$ cat src/sv/vpcw_pkg.sv
`default_nettype none

package vpcw_pkg;

  // Configuration space geometry.
  localparam int CONFIG_DWORDS = 64;
  localparam int WORD_IDX_W    = 6;

  // Capability list constants.
  localparam logic [7:0] CAP_PTR_OFFSET = 8'h34;
  localparam logic [7:0] CAP_PTR_END    = 8'hFF;
  localparam logic [7:0] CAP_ID_VENDOR  = 8'h09;
  localparam logic [7:0] CFG_COMMON     = 8'h01;
  localparam logic [7:0] CFG_NOTIFY     = 8'h02;
  localparam logic [7:0] CFG_ISR        = 8'h03;
  localparam logic [7:0] CFG_DEVICE     = 8'h04;
  localparam logic [7:0] BAR0_OFFSET    = 8'h10;
  localparam logic [7:0] DWORD_STEP     = 8'h04;
  localparam logic [31:0] BAR_FLAG_MASK = 32'h0000_000F;
  localparam logic [1:0] BAR_TYPE_64    = 2'b10;

  // Item kinds.
  localparam logic KIND_LOAD = 1'b0;
  localparam logic KIND_WALK = 1'b1;

  typedef enum logic [3:0] {
    ST_IDLE,
    ST_PTR,
    ST_CHECK,
    ST_HDR,
    ST_BAR,
    ST_OFFS,
    ST_LEN,
    ST_LO,
    ST_HI,
    ST_MULT,
    ST_REC,
    ST_DONE
  } vpcw_state_t;

  // Byte offset that a config read is taken from.
  typedef enum logic [2:0] {
    SEL_PTR,
    SEL_CAP,
    SEL_CAP4,
    SEL_CAP8,
    SEL_CAP12,
    SEL_CAP16,
    SEL_BAR,
    SEL_BAR4
  } vpcw_addr_sel_t;

  typedef struct packed {
    logic           mem_wr;
    logic           rd_en;
    vpcw_addr_sel_t rd_sel;
    logic           clr_acc;
    logic           ld_ptr;
    logic           ld_hdr;
    logic           adv_cap;
    logic           ld_bar;
    logic           ld_offs;
    logic           ld_len;
    logic           ld_lo;
    logic           ld_hi;
    logic           ld_mult;
    logic           rec;
    logic           out_load;
  } vpcw_cmd_t;

  typedef struct packed {
    logic cap_end;
    logic vendor;
    logic bar64;
    logic notify;
    logic out_free;
  } vpcw_status_t;

endpackage

`default_nettype wire

$ cat src/sv/vpcw_if.sv
`default_nettype none

// Input channel: one load or walk item.
interface vpcw_in_if;
  logic        valid;
  logic        ready;
  logic        kind;
  logic [5:0]  word_index;
  logic [31:0] word_data;

  modport source (output valid, kind, word_index, word_data, input ready);
  modport sink (input valid, kind, word_index, word_data, output ready);
endinterface

// Output channel: one walk report item.
interface vpcw_out_if;
  logic        valid;
  logic        ready;
  logic [63:0] common_addr;
  logic [31:0] common_size;
  logic [63:0] notify_addr;
  logic [31:0] notify_size;
  logic [31:0] notify_scale;
  logic [63:0] isr_addr;
  logic [31:0] isr_len;
  logic [63:0] device_addr;
  logic [31:0] device_size;
  logic        status;

  modport source (output valid, common_addr, common_size, notify_addr, notify_size,
                  notify_scale, isr_addr, isr_len, device_addr, device_size, status,
                  input ready);
  modport sink (input valid, common_addr, common_size, notify_addr, notify_size,
                notify_scale, isr_addr, isr_len, device_addr, device_size, status,
                output ready);
endinterface

`default_nettype wire

$ cat src/sv/vpcw_ram.sv
`default_nettype none

module vpcw_ram #(
  parameter int WIDTH = 32,
  parameter int DEPTH = 64
) (
  input  wire logic                     clk,
  input  wire logic                     we,
  input  wire logic [$clog2(DEPTH)-1:0] waddr,
  input  wire logic [WIDTH-1:0]         wdata,
  input  wire logic                     re,
  input  wire logic [$clog2(DEPTH)-1:0] raddr,
  output      logic [WIDTH-1:0]         rdata
);

  logic [WIDTH-1:0] mem [DEPTH];

  // Single write port, registered read port.
  always_ff @(posedge clk) begin
    if (we) begin
      mem[waddr] <= wdata;
    end
    if (re) begin
      rdata <= mem[raddr];
    end
  end

endmodule

`default_nettype wire

$ cat src/sv/vpcw_ctrl.sv
`default_nettype none

module vpcw_ctrl
  import vpcw_pkg::*;
(
  input  wire logic         clk,
  input  wire logic         rst,
  input  wire logic         in_valid,
  input  wire logic         in_kind,
  output      logic         in_ready,
  input  wire vpcw_status_t stat,
  output      vpcw_cmd_t    cmd
);

  vpcw_state_t state, state_next;

  always_ff @(posedge clk) begin
    if (rst) begin
      state <= ST_IDLE;
    end else begin
      state <= state_next;
    end
  end

  // Next state.
  always_comb begin
    state_next = state;
    unique case (state)
      ST_IDLE: begin
        if (in_valid && in_kind == KIND_WALK) state_next = ST_PTR;
      end
      ST_PTR:   state_next = ST_CHECK;
      ST_CHECK: state_next = stat.cap_end ? ST_DONE : ST_HDR;
      ST_HDR:   state_next = stat.vendor ? ST_BAR : ST_CHECK;
      ST_BAR:   state_next = ST_OFFS;
      ST_OFFS:  state_next = ST_LEN;
      ST_LEN:   state_next = ST_LO;
      ST_LO: begin
        if (stat.bar64) state_next = ST_HI;
        else if (stat.notify) state_next = ST_MULT;
        else state_next = ST_REC;
      end
      ST_HI:    state_next = stat.notify ? ST_MULT : ST_REC;
      ST_MULT:  state_next = ST_REC;
      ST_REC:   state_next = ST_CHECK;
      ST_DONE: begin
        if (stat.out_free) state_next = ST_IDLE;
      end
      default:  state_next = ST_IDLE;
    endcase
  end

  // Commands to the datapath.
  always_comb begin
    cmd      = '0;
    cmd.rd_sel = SEL_PTR;
    in_ready = 1'b0;
    unique case (state)
      ST_IDLE: begin
        in_ready = 1'b1;
        if (in_valid && in_kind == KIND_LOAD) begin
          cmd.mem_wr = 1'b1;
        end else if (in_valid) begin
          cmd.clr_acc = 1'b1;
          cmd.rd_en   = 1'b1;
          cmd.rd_sel  = SEL_PTR;
        end
      end
      ST_PTR: cmd.ld_ptr = 1'b1;
      ST_CHECK: begin
        cmd.rd_en  = !stat.cap_end;
        cmd.rd_sel = SEL_CAP;
      end
      ST_HDR: begin
        cmd.ld_hdr  = 1'b1;
        cmd.adv_cap = !stat.vendor;
        cmd.rd_en   = stat.vendor;
        cmd.rd_sel  = SEL_CAP4;
      end
      ST_BAR: begin
        cmd.ld_bar = 1'b1;
        cmd.rd_en  = 1'b1;
        cmd.rd_sel = SEL_CAP8;
      end
      ST_OFFS: begin
        cmd.ld_offs = 1'b1;
        cmd.rd_en   = 1'b1;
        cmd.rd_sel  = SEL_CAP12;
      end
      ST_LEN: begin
        cmd.ld_len = 1'b1;
        cmd.rd_en  = 1'b1;
        cmd.rd_sel = SEL_BAR;
      end
      ST_LO: begin
        cmd.ld_lo  = 1'b1;
        cmd.rd_en  = stat.bar64 || stat.notify;
        cmd.rd_sel = stat.bar64 ? SEL_BAR4 : SEL_CAP16;
      end
      ST_HI: begin
        cmd.ld_hi  = 1'b1;
        cmd.rd_en  = stat.notify;
        cmd.rd_sel = SEL_CAP16;
      end
      ST_MULT: cmd.ld_mult = 1'b1;
      ST_REC: begin
        cmd.rec     = 1'b1;
        cmd.adv_cap = 1'b1;
      end
      ST_DONE: cmd.out_load = stat.out_free;
      default: cmd = '0;
    endcase
  end

endmodule

`default_nettype wire

$ cat src/sv/vpcw_dpath.sv
`default_nettype none

module vpcw_dpath
  import vpcw_pkg::*;
#(
  parameter int MAX_CAPS = 48
) (
  input  wire logic              clk,
  input  wire logic              rst,
  input  wire vpcw_cmd_t         cmd,
  output      vpcw_status_t      stat,
  input  wire logic [WORD_IDX_W-1:0] word_index,
  input  wire logic [31:0]       word_data,
  output      logic              out_valid,
  input  wire logic              out_ready,
  output      logic [63:0]       out_common_addr,
  output      logic [31:0]       out_common_size,
  output      logic [63:0]       out_notify_addr,
  output      logic [31:0]       out_notify_size,
  output      logic [31:0]       out_notify_scale,
  output      logic [63:0]       out_isr_addr,
  output      logic [31:0]       out_isr_len,
  output      logic [63:0]       out_device_addr,
  output      logic [31:0]       out_device_size,
  output      logic              out_status
);

  localparam int VisW = $clog2(MAX_CAPS + 1);

  logic [CONFIG_DWORDS-1:0] valid;
  logic                     valid_q;
  logic [31:0]              ram_q;
  logic [31:0]              rdat;
  logic [7:0]               rd_byte;
  logic [WORD_IDX_W-1:0]    rd_idx;

  logic [7:0]      cap;
  logic [7:0]      nxt;
  logic [7:0]      ctype;
  logic [VisW-1:0] visited;
  logic [7:0]      bar_off;
  logic [31:0]     offs;
  logic [31:0]     len;
  logic [63:0]     base;
  logic [31:0]     mult;
  logic [63:0]     pa;

  logic [63:0] common_addr, notify_addr, isr_addr, device_addr;
  logic [31:0] common_size, notify_size, notify_scale, isr_len, device_size;

  // Byte offset of the dword being read; it wraps at 256 bytes.
  always_comb begin
    unique case (cmd.rd_sel)
      SEL_PTR:   rd_byte = CAP_PTR_OFFSET;
      SEL_CAP:   rd_byte = cap;
      SEL_CAP4:  rd_byte = cap + DWORD_STEP;
      SEL_CAP8:  rd_byte = cap + 8'd8;
      SEL_CAP12: rd_byte = cap + 8'd12;
      SEL_CAP16: rd_byte = cap + 8'd16;
      SEL_BAR:   rd_byte = bar_off;
      SEL_BAR4:  rd_byte = bar_off + DWORD_STEP;
      default:   rd_byte = cap;
    endcase
  end

  assign rd_idx = rd_byte[7:2];

  vpcw_ram #(
    .WIDTH(32),
    .DEPTH(CONFIG_DWORDS)
  ) u_cfg_ram (
    .clk   (clk),
    .we    (cmd.mem_wr),
    .waddr (word_index),
    .wdata (word_data),
    .re    (cmd.rd_en),
    .raddr (rd_idx),
    .rdata (ram_q)
  );

  // Per-dword written flags; an unwritten dword reads as zero.
  always_ff @(posedge clk) begin
    if (rst) begin
      valid   <= '0;
      valid_q <= 1'b0;
    end else begin
      if (cmd.mem_wr) valid[word_index] <= 1'b1;
      if (cmd.rd_en) valid_q <= valid[rd_idx];
    end
  end

  assign rdat = valid_q ? ram_q : 32'h0;

  // Status back to the controller.
  assign stat.cap_end  = (cap == 8'h00) || (cap == CAP_PTR_END) ||
                         (visited == VisW'(MAX_CAPS));
  assign stat.vendor   = (rdat[7:0] == CAP_ID_VENDOR);
  assign stat.bar64    = (rdat[2:1] == BAR_TYPE_64);
  assign stat.notify   = (ctype == CFG_NOTIFY);
  assign stat.out_free = !out_valid || out_ready;

  // Walk registers.
  always_ff @(posedge clk) begin
    if (cmd.ld_ptr) begin
      cap     <= rdat[7:0];
      visited <= '0;
    end
    if (cmd.ld_hdr) begin
      nxt     <= rdat[15:8];
      ctype   <= rdat[31:24];
      visited <= visited + VisW'(1);
    end
    if (cmd.ld_hdr && cmd.adv_cap) cap <= rdat[15:8];
    if (cmd.rec && cmd.adv_cap) cap <= nxt;
    if (cmd.ld_bar) bar_off <= BAR0_OFFSET + {rdat[5:0], 2'b00};
    if (cmd.ld_offs) offs <= rdat;
    if (cmd.ld_len) len <= rdat;
    if (cmd.ld_lo) base <= {32'h0, rdat & ~BAR_FLAG_MASK};
    if (cmd.ld_hi) base[63:32] <= rdat;
    if (cmd.ld_mult) mult <= rdat;
  end

  assign pa = base + {32'h0, offs};

  // Region records; a later capability of the same type overwrites.
  always_ff @(posedge clk) begin
    if (cmd.clr_acc) begin
      common_addr  <= '0;
      common_size  <= '0;
      notify_addr  <= '0;
      notify_size  <= '0;
      notify_scale <= '0;
      isr_addr     <= '0;
      isr_len      <= '0;
      device_addr  <= '0;
      device_size  <= '0;
    end else if (cmd.rec) begin
      if (ctype == CFG_COMMON) begin
        common_addr <= pa;
        common_size <= len;
      end
      if (ctype == CFG_NOTIFY) begin
        notify_addr  <= pa;
        notify_size  <= len;
        notify_scale <= mult;
      end
      if (ctype == CFG_ISR) begin
        isr_addr <= pa;
        isr_len  <= len;
      end
      if (ctype == CFG_DEVICE) begin
        device_addr <= pa;
        device_size <= len;
      end
    end
  end

  // Output register; holds the report until it is taken.
  always_ff @(posedge clk) begin
    if (rst) begin
      out_valid <= 1'b0;
    end else if (cmd.out_load) begin
      out_valid <= 1'b1;
    end else if (out_ready) begin
      out_valid <= 1'b0;
    end
  end

  always_ff @(posedge clk) begin
    if (cmd.out_load) begin
      out_common_addr  <= common_addr;
      out_common_size  <= common_size;
      out_notify_addr  <= notify_addr;
      out_notify_size  <= notify_size;
      out_notify_scale <= notify_scale;
      out_isr_addr     <= isr_addr;
      out_isr_len      <= isr_len;
      out_device_addr  <= device_addr;
      out_device_size  <= device_size;
      out_status       <= (common_addr == 64'h0);
    end
  end

  // The visit count never passes the limit.
  a_visit_limit: assert property (@(posedge clk) disable iff (rst)
    cmd.ld_hdr |-> visited < VisW'(MAX_CAPS))
    else $error("capability visit count passed its limit");

  // A report is loaded only into a free output register.
  a_out_free: assert property (@(posedge clk) disable iff (rst)
    cmd.out_load |-> (!out_valid || out_ready))
    else $error("report loaded over a pending report");

  // A loaded report is presented in the next cycle.
  a_out_shown: assert property (@(posedge clk) disable iff (rst)
    cmd.out_load |=> out_valid)
    else $error("loaded report not presented");

  // The config store is never written during a walk read.
  a_no_wr_rd: assert property (@(posedge clk) disable iff (rst)
    !(cmd.mem_wr && cmd.rd_en))
    else $error("config write collided with a walk read");

endmodule

`default_nettype wire

$ cat src/sv/virtio_pci_capability_walker.sv
// Load item: one load per cycle while no walk is running, no report.
// Walk item: reads the capability pointer, then the header of each capability;
// a vendor capability also reads its BAR, offset, length and BAR base (one more
// read each for a 64-bit BAR and for a notify entry). The report waits while an
// earlier report is still held; each field takes one registered config RAM read.
// One walk runs at a time. Reset clears the written flags, so config space
// reads as all zero at once; no clearing pass is needed.
`default_nettype none

module virtio_pci_capability_walker
  import vpcw_pkg::*;
#(
  parameter int MAX_CAPS = 48
) (
  input wire logic clk,
  input wire logic rst,
  vpcw_in_if.sink    cmd,
  vpcw_out_if.source rpt
);

  vpcw_cmd_t    dp_cmd;
  vpcw_status_t dp_stat;
  logic         in_ready;

  assign cmd.ready = in_ready;

  vpcw_ctrl u_ctrl (
    .clk      (clk),
    .rst      (rst),
    .in_valid (cmd.valid),
    .in_kind  (cmd.kind),
    .in_ready (in_ready),
    .stat     (dp_stat),
    .cmd      (dp_cmd)
  );

  vpcw_dpath #(
    .MAX_CAPS(MAX_CAPS)
  ) u_dpath (
    .clk              (clk),
    .rst              (rst),
    .cmd              (dp_cmd),
    .stat             (dp_stat),
    .word_index       (cmd.word_index),
    .word_data        (cmd.word_data),
    .out_valid        (rpt.valid),
    .out_ready        (rpt.ready),
    .out_common_addr  (rpt.common_addr),
    .out_common_size  (rpt.common_size),
    .out_notify_addr  (rpt.notify_addr),
    .out_notify_size  (rpt.notify_size),
    .out_notify_scale (rpt.notify_scale),
    .out_isr_addr     (rpt.isr_addr),
    .out_isr_len      (rpt.isr_len),
    .out_device_addr  (rpt.device_addr),
    .out_device_size  (rpt.device_size),
    .out_status       (rpt.status)
  );

endmodule

`default_nettype wire
$ cat src/flat_wrapper.sv
// flat-port wrapper written by rule: the top's interface ports become plain ports
module virtio_pci_capability_walker_flat import vpcw_pkg::*;
#(
  parameter int MAX_CAPS = 48
)
  (clk, rst, cmd_valid, cmd_kind, cmd_word_index, cmd_word_data, cmd_ready, rpt_valid, rpt_common_addr, rpt_common_size, rpt_notify_addr, rpt_notify_size, rpt_notify_scale, rpt_isr_addr, rpt_isr_len, rpt_device_addr, rpt_device_size, rpt_status, rpt_ready);
  vpcw_in_if cmd_i ();
  vpcw_out_if rpt_i ();
  input wire logic clk;
  input wire logic rst;
  input wire logic [$bits(cmd_i.valid)-1:0] cmd_valid;
  input wire logic [$bits(cmd_i.kind)-1:0] cmd_kind;
  input wire logic [$bits(cmd_i.word_index)-1:0] cmd_word_index;
  input wire logic [$bits(cmd_i.word_data)-1:0] cmd_word_data;
  output wire logic [$bits(cmd_i.ready)-1:0] cmd_ready;
  output wire logic [$bits(rpt_i.valid)-1:0] rpt_valid;
  output wire logic [$bits(rpt_i.common_addr)-1:0] rpt_common_addr;
  output wire logic [$bits(rpt_i.common_size)-1:0] rpt_common_size;
  output wire logic [$bits(rpt_i.notify_addr)-1:0] rpt_notify_addr;
  output wire logic [$bits(rpt_i.notify_size)-1:0] rpt_notify_size;
  output wire logic [$bits(rpt_i.notify_scale)-1:0] rpt_notify_scale;
  output wire logic [$bits(rpt_i.isr_addr)-1:0] rpt_isr_addr;
  output wire logic [$bits(rpt_i.isr_len)-1:0] rpt_isr_len;
  output wire logic [$bits(rpt_i.device_addr)-1:0] rpt_device_addr;
  output wire logic [$bits(rpt_i.device_size)-1:0] rpt_device_size;
  output wire logic [$bits(rpt_i.status)-1:0] rpt_status;
  input wire logic [$bits(rpt_i.ready)-1:0] rpt_ready;
  assign cmd_i.valid = cmd_valid;
  assign cmd_i.kind = cmd_kind;
  assign cmd_i.word_index = cmd_word_index;
  assign cmd_i.word_data = cmd_word_data;
  assign cmd_ready = cmd_i.ready;
  assign rpt_valid = rpt_i.valid;
  assign rpt_common_addr = rpt_i.common_addr;
  assign rpt_common_size = rpt_i.common_size;
  assign rpt_notify_addr = rpt_i.notify_addr;
  assign rpt_notify_size = rpt_i.notify_size;
  assign rpt_notify_scale = rpt_i.notify_scale;
  assign rpt_isr_addr = rpt_i.isr_addr;
  assign rpt_isr_len = rpt_i.isr_len;
  assign rpt_device_addr = rpt_i.device_addr;
  assign rpt_device_size = rpt_i.device_size;
  assign rpt_status = rpt_i.status;
  assign rpt_i.ready = rpt_ready;
  virtio_pci_capability_walker #(.MAX_CAPS(MAX_CAPS)) u_core (.clk(clk), .rst(rst), .cmd(cmd_i), .rpt(rpt_i));
endmodule
$ cat config.mk
export PLATFORM = sky130hd
export DESIGN_NAME = virtio_pci_capability_walker_flat
export DESIGN_NICKNAME = d
export VERILOG_FILES = /design/src/sv/vpcw_pkg.sv /design/src/sv/vpcw_if.sv /design/src/sv/vpcw_ram.sv /design/src/sv/vpcw_ctrl.sv /design/src/sv/vpcw_dpath.sv /design/src/sv/virtio_pci_capability_walker.sv /design/src/flat_wrapper.sv
export SDC_FILE = /design/constraint.sdc
export NUM_CORES = 2
export LEC_CHECK = 0
export BUFFER_PORTS_ARGS = -buffer_cell sky130_fd_sc_hd__buf_2
export CAP_MARGIN = 10
export CORE_MARGIN = 1.5
export CORE_UTILIZATION = 33
export CTS_CLUSTER_DIAMETER = 200
export DETAILED_ROUTE_END_ITERATION = 6
export PLACE_DENSITY = 0.54
export RECOVER_POWER = 100
export SETUP_SLACK_MARGIN = 0.15
export SKIP_LAST_GASP = 1
export SYNTH_ARGS = -nofsm -noshare
export SYNTH_HDL_FRONTEND = slang
export SYNTH_SLANG_ARGS = --single-unit
$ cat constraint.sdc
create_clock -name clk -period 38.3 [get_ports clk]
set_clock_uncertainty 0.1 [all_clocks]
set_input_delay 1.915 -clock clk [delete_from_list [all_inputs] [get_ports clk]]
set_output_delay 1.915 -clock clk [all_outputs]
set_load 0.01 [all_outputs]
======== After elaboration in Yosys (flattened, before gate mapping) ========
Memory sizes are Yosys's and may differ from the RTL's. A register that Yosys moved wholly into a read port is not among the register bits.
Index checks and enable logic that the tools add are counted.
word-level totals
  register bits after elaboration ......... 1097
  RAM bits ................................ 2048
  bits of input ports ..................... 43
  logic and storage cells ................. 144
  memories ................................ 1
memory list
  memory                        words  bits a word  rd ports  clocked after memory_dff  wr ports  RTL line        RTL
  u_core.u_dpath.u_cfg_ram.mem  64     32           1         1                         1         vpcw_ram.sv:16  logic [WIDTH-1:0] mem [DEPTH];
operators by class
  add/sub/neg operators ................... 8
  order comparisons ....................... 3
  equal/unequal tests ..................... 28
  muxes and demuxes ....................... 43
  bitwise gates (word level) .............. 2
  reductions and logical operators ........ 26
operators by type and width
  cell                                                        count
  adder 64 x 32 -> 64 bit                                     1
  logical NOT 64 bit                                          1
  2-to-1 mux 32 bit                                           2
  2-to-1 mux 64 bit                                           1
  bitwise OR 64 bit                                           1
  case mux 8 bit (8 select lines)                             1
  case mux 4 bit (11 select lines)                            1
  case mux 4 bit (8 select lines)                             1
  2-to-1 mux 8 bit                                            3
  2-to-1 mux 1 bit                                            20
  adder 8 x 3 -> 8 bit, second input constant                 2
  adder 8 x 4 -> 8 bit, second input constant                 2
  == test 4 x 3 -> 1 bit, second input constant               4
  == test 4 bit, second input constant                        4
  == test 8 x 2 -> 1 bit, second input constant               2
  less-than comparator 6 x 7 -> 1 bit, second input constant  2
  == test 3 bit, second input constant                        4
  2-to-1 mux 4 bit                                            3
  2-to-1 mux 6 bit                                            2
  2-to-1 mux 5 bit                                            2
  AND reduction 2 bit                                         5
  adder 5 x 8 -> 8 bit, first input constant                  1
  adder 8 x 5 -> 8 bit, second input constant                 1
  == test 4 x 2 -> 1 bit, second input constant               2
  other kinds (27)                                            42

======== Depth between registers and ports, before layout ========
  depth after elaboration ................. 9
  mapped depth ............................ 17
  gate-level depth less buffers ........... 15

======== Cells and area by module ========
From an unflattened synthesis, not the netlist that was laid out.
second synthesis, totals
  cells, all modules ...................... 6615
  area total of the unflattened synthesis .. 118533.7 um2
modules (own cells, without submodules)
  module      times used  cells each  area each (um2)  seq. area each (um2)
  vpcw_ram    1           3324        78835.6          62459.9
  vpcw_dpath  1           3216        39213.9          27936.8
  vpcw_ctrl   1           75          484.2            80.1

======== Worst setup path before layout ========
Ideal clock, no wire load.
  kind .................................... input -> register
  start point ............................. in rpt_ready
  end point ............................... reg u_core.u_dpath.out_common_addr[0] (enable)
  setup time .............................. 1.707 ns
  arrival time ............................ 29.943 ns
  data required time ...................... 36.493 ns
  path slack .............................. 6.550 ns
  stages .................................. 2
  path buffers ............................ 0
  cell sequence ........................... nor2b_1 nor3_1
RTL lines
  what                    RTL line            RTL
  start: declaration      flat_wrapper.sv:27  input wire logic [$bits(rpt_i.ready)-1:0] rpt_ready;
  end signal: assignment  vpcw_dpath.sv:171   out_common_addr <= common_addr;
  end: declaration        vpcw_dpath.sv:16    output logic [63:0] out_common_addr,

======== Worst setup path after layout ========
  start point ............................. reg u_core.u_dpath.valid_q
  end point ............................... reg u_core.u_dpath.valid_q
on the way
  word-level cells in the longest chain between the ends .. 8
RTL lines
  what                                    RTL line          RTL
  start: declaration                      vpcw_dpath.sv:31  logic valid_q;
  start signal: assignment                vpcw_dpath.sv:88  if (cmd.rd_en) valid_q <= valid[rd_idx];
  2-to-1 mux 32 bit (*)                   vpcw_dpath.sv:92  assign rdat = valid_q ? ram_q : 32'h0;
  == test 2 bit                           vpcw_dpath.sv:98  assign stat.bar64 = (rdat[2:1] == BAR_TYPE_64);
  2-to-1 mux 2 bit                        vpcw_ctrl.sv:98   cmd.rd_sel = stat.bar64 ? SEL_BAR4 : SEL_CAP16;
  case mux 4 bit (8 select lines) (*)     vpcw_ctrl.sv:58   unique case (state)
  == test 3 bit (tied with other cells)   vpcw_dpath.sv:53  unique case (cmd.rd_sel)
  case mux 8 bit (8 select lines)         vpcw_dpath.sv:53
  binary-select mux 1 bit (select 6 bit)  vpcw_dpath.sv:88
  2-to-1 mux 1 bit (not written as such)  vpcw_dpath.sv:88
Mark *: on every way between the ends. The rest lies on a longest branch, timed or not. The select of a mux whose other input is x is not followed.
A chain may end at the register's enable or synchronous reset.

==> metrics <==
Slew Viols, Final=6,137; gr usage total=19.37%; top_reg_cell synth=edfxtp_1; failing checks=DRC, capacitance limit, slew limit; Mean Syn Cell Area=12.97 µm²; CP peak stage delay=7040 ps; Rows=222; Max clock buf depth=4; Critical Path End Type=register; CP max stage cell=clkbuf_1; pre-CTS WS=30,470 ps; Final Hold Viols=0; DR pass1 iterations=7; largest net degree at the start of global routing=184; Mapped Cells=9,368; RSZ-0062 raised after global routing=no; register area share after synthesis=74.47%; H-tree Lvls=5; Post-Syn Area=0.1215 mm²; most frequent cells in the layout=2,689 x edfxtp_1, 2,648 x nand2_1, 612 x clkbuf_1, 486 x dfxtp_1, 421 x a311oi_1; core area=0.3661 mm²; CTS tree=done; cts hold-fix bufs=0; Setup CP Type=register to register; Data required, critical path=39,050 ps; CTS resizes=0; most common cell after layout, fill and taps aside=edfxtp_1; GR Util met2=31.70%; Worst Setup SP=u_core.u_dpath.valid_q; part of the cycle the worst path needs=56.57%; antenna violations before repair=25; Leak Pwr=45.95 nW; # setup viols final=0; vias per cell=5.322; Ports=462; Post-CTS Setup Repair Bufs=0; Congestion Overflow GR=0; DP HPWL=208,000 µm; Unique masters post-synth=79; root buf cell=clkbuf_16; vias in the first global route=74.54k; # port buffers=461; Die Y=609.8 µm; Hold Path Class=register to register; die area=0.3718 mm²; synth warn=0; share of layout cells above drive strength 1=6.474%; Setup TNS=0 ps; DRC=1; Tmin final=21,660 ps; Worst R2R Start=u_core.u_dpath.valid_q; worst slew pin tran=9242 ps; M3 GR Usage=3.092%; WP data arrival=22,410 ps; Chip Width=609.8 µm; total of max-cap violations=128; total number of vias=78.76k; Yosys reg bits=3,175; startpoint types=register; first-pass GRT wire length=533,900 µm; total routed wirelength=376,000 µm; Clock transition at path regs=60 ps; CTS sink cnt=3,175; cells along the critical path=clkbuf_1, nand3b_1, nor2_1, o21ai_0, ha_1, a221oi_1, o21ai_4, clkbuf_1, clkbuf_1, clkbuf_1, a2111oi_0, nor4_1, a311oi_1, a21oi_1, a41o_1; number of flops mapped to enable cells by yosys=2,689; nets=9,790; CTS Buf Count=328; final setup margin=16,640 ps; worst skew pair latency=940 ps; HP Start=u_core.u_dpath.device_addr[2]; GPL Wtd Cong=0.8057; maximum vdd drop=0.00003360 V; Fmax=46.16 MHz; Initial Utilization=33.19%; routed len/inst=25.41 µm; Initial DRC Count=8,293; PwrDens=55.70 mW/mm²; Worst Path Max Fanout=183; P&R area growth vs syn=14.15%; Async S/R FF share, synth=0%; outcome=finished with violations; Net Count, Synth=9,452; GR peak layer=met2; most used cell, CP=clkbuf_1; Slew HR=-516.1%; post-route ant nets=0; Global Route met1 Usage=26.88%
-- Yosys cell counts (4+ instances only) --
library cell | n | area share (%)
buf_6 | 17 | 0.16
a311oi_1 | 421 | 3.0
nand2b_1 | 10 | 0.051
xor2_1 | 17 | 0.12
o311ai_0 | 31 | 0.22
nor3b_1 | 11 | 0.068
nand3_1 | 382 | 1.6
clkbuf_1 | 368 | 1.1
nor2b_1 | 17 | 0.088
edfxtp_1 | 2689 | 66
o21bai_1 | 8 | 0.049
buf_1 | 29 | 0.090
nand3b_1 | 13 | 0.080
mux2i_1 | 6 | 0.049
nand2_1 | 2650 | 8.2
ha_1 | 40 | 0.41
and2_1 | 59 | 0.30
xnor2_1 | 49 | 0.35
and3_1 | 367 | 1.9
nor3_1 | 120 | 0.49
nor4_1 | 20 | 0.10
buf_4 | 37 | 0.23
a311o_1 | 32 | 0.26
o21ai_0 | 113 | 0.47
nand4_1 | 19 | 0.098
nor4b_1 | 7 | 0.050
dfxtp_1 | 486 | 8.0
a21o_1 | 16 | 0.099
inv_1 | 33 | 0.10
a2111oi_0 | 8 | 0.058
nor2_1 | 364 | 1.1
buf_2 | 187 | 0.77
or3b_2 | 4 | 0.029
a211oi_1 | 101 | 0.62
o21ai_1 | 6 | 0.025
o211ai_1 | 5 | 0.031
a31oi_1 | 99 | 0.51
a211o_1 | 37 | 0.27
o21a_1 | 7 | 0.043
a21oi_1 | 416 | 1.7
or3_1 | 4 | 0.021
-- logic make-up (layout without fill, tap and decap cells) --
kind of cell               Yosys count  after routing  share of synthesized area, %
AOI/OAI and AO/OA                 1338           1338                         7.720
other                                0              5                             0
adders and majority gates           41             41                        0.4284
buffers and inverters              672           1282                         2.488
DFF                               3175           3175                         74.47
and+or+nand+nor                   4067           4067                         14.32
xor gates and xnor gates            66             66                        0.4758
muxes                                9              9                        0.1050
-- metal layers --
layer | wire (µm) | vias up
li1 | - | 35000
met3 | 27890 | 553
met4 | 9413 | 14
met5 | 91 | -
met2 | 176800 | 3221
met1 | 161900 | 39967
-- area by class of cell --
cell class / instances / area (µm²)
flip-flops and latches: 3175 / 90480
multi-input cells: 5521 / 28360
repair buffers: 646 / 2846
inverters: 34 / 127.6
well taps: 4816 / 6026
diodes: 5 / 12.51
fillers: 34742 / 227400
clock inverters: 182 / 1921
clock buffers: 420 / 8914
-- critical path, delay by kind of cell, from the launching register on --
family | cells | cell delay, ps
buf+inv | 4 | 16340
compound gates | 7 | 2510
simple gates | 3 | 1580
fa+ha+maj | 1 | 320
flops | 1 | 300
-- power by group --
part / switching (mW) / total [mW] / internal [mW]
Clock: 1.36 / 3.21 / 1.85
Sequential: 0.0276 / 3.80 / 3.77
Combinational: 0.515 / 0.714 / 0.198
Total: 1.90 / 7.72 / 5.82
-- sequential cells by signal, summed over array words and instances (netlist names), 60 cells and up --
name                            cells
u_core.u_dpath.common_addr         64
u_core.u_dpath.out_common_addr     64
u_core.u_dpath.out_notify_addr     64
u_core.u_dpath.out_device_addr     64
u_core.u_dpath.notify_addr         64
u_core.u_dpath.isr_addr            64
u_core.u_dpath.u_cfg_ram.mem     2048
u_core.u_dpath.out_isr_addr        64
u_core.u_dpath.device_addr         64
u_core.u_dpath.base                60
u_core.u_dpath.valid               64
-- final timing paths --
path | end | cells after the start | slack, ps
min reg2reg | u_core.u_dpath.out_device_addr[2] | 0 | 310
min | u_core.u_dpath.out_device_addr[2] | 0 | 310
max | u_core.u_dpath.valid_q | 15 | 16640
max reg2reg | u_core.u_dpath.valid_q | 15 | 16640
-- metrics by stage --
step	cell area (µm²)	power, mW	std cells	util, %	hold slack [ps]
floorplan	121500	4.283	9368	-	303.0
global placement	129100	4.562	14188	35.26	310.0
detailed placement	129100	4.571	14191	35.26	310.4
CTS	139900	7.772	14793	38.22	314.1
global route	138700	7.967	14796	37.88	317.6
finish	138700	7.724	14799	37.88	313.7
Note: power is estimated with default switching activity, not from simulation.
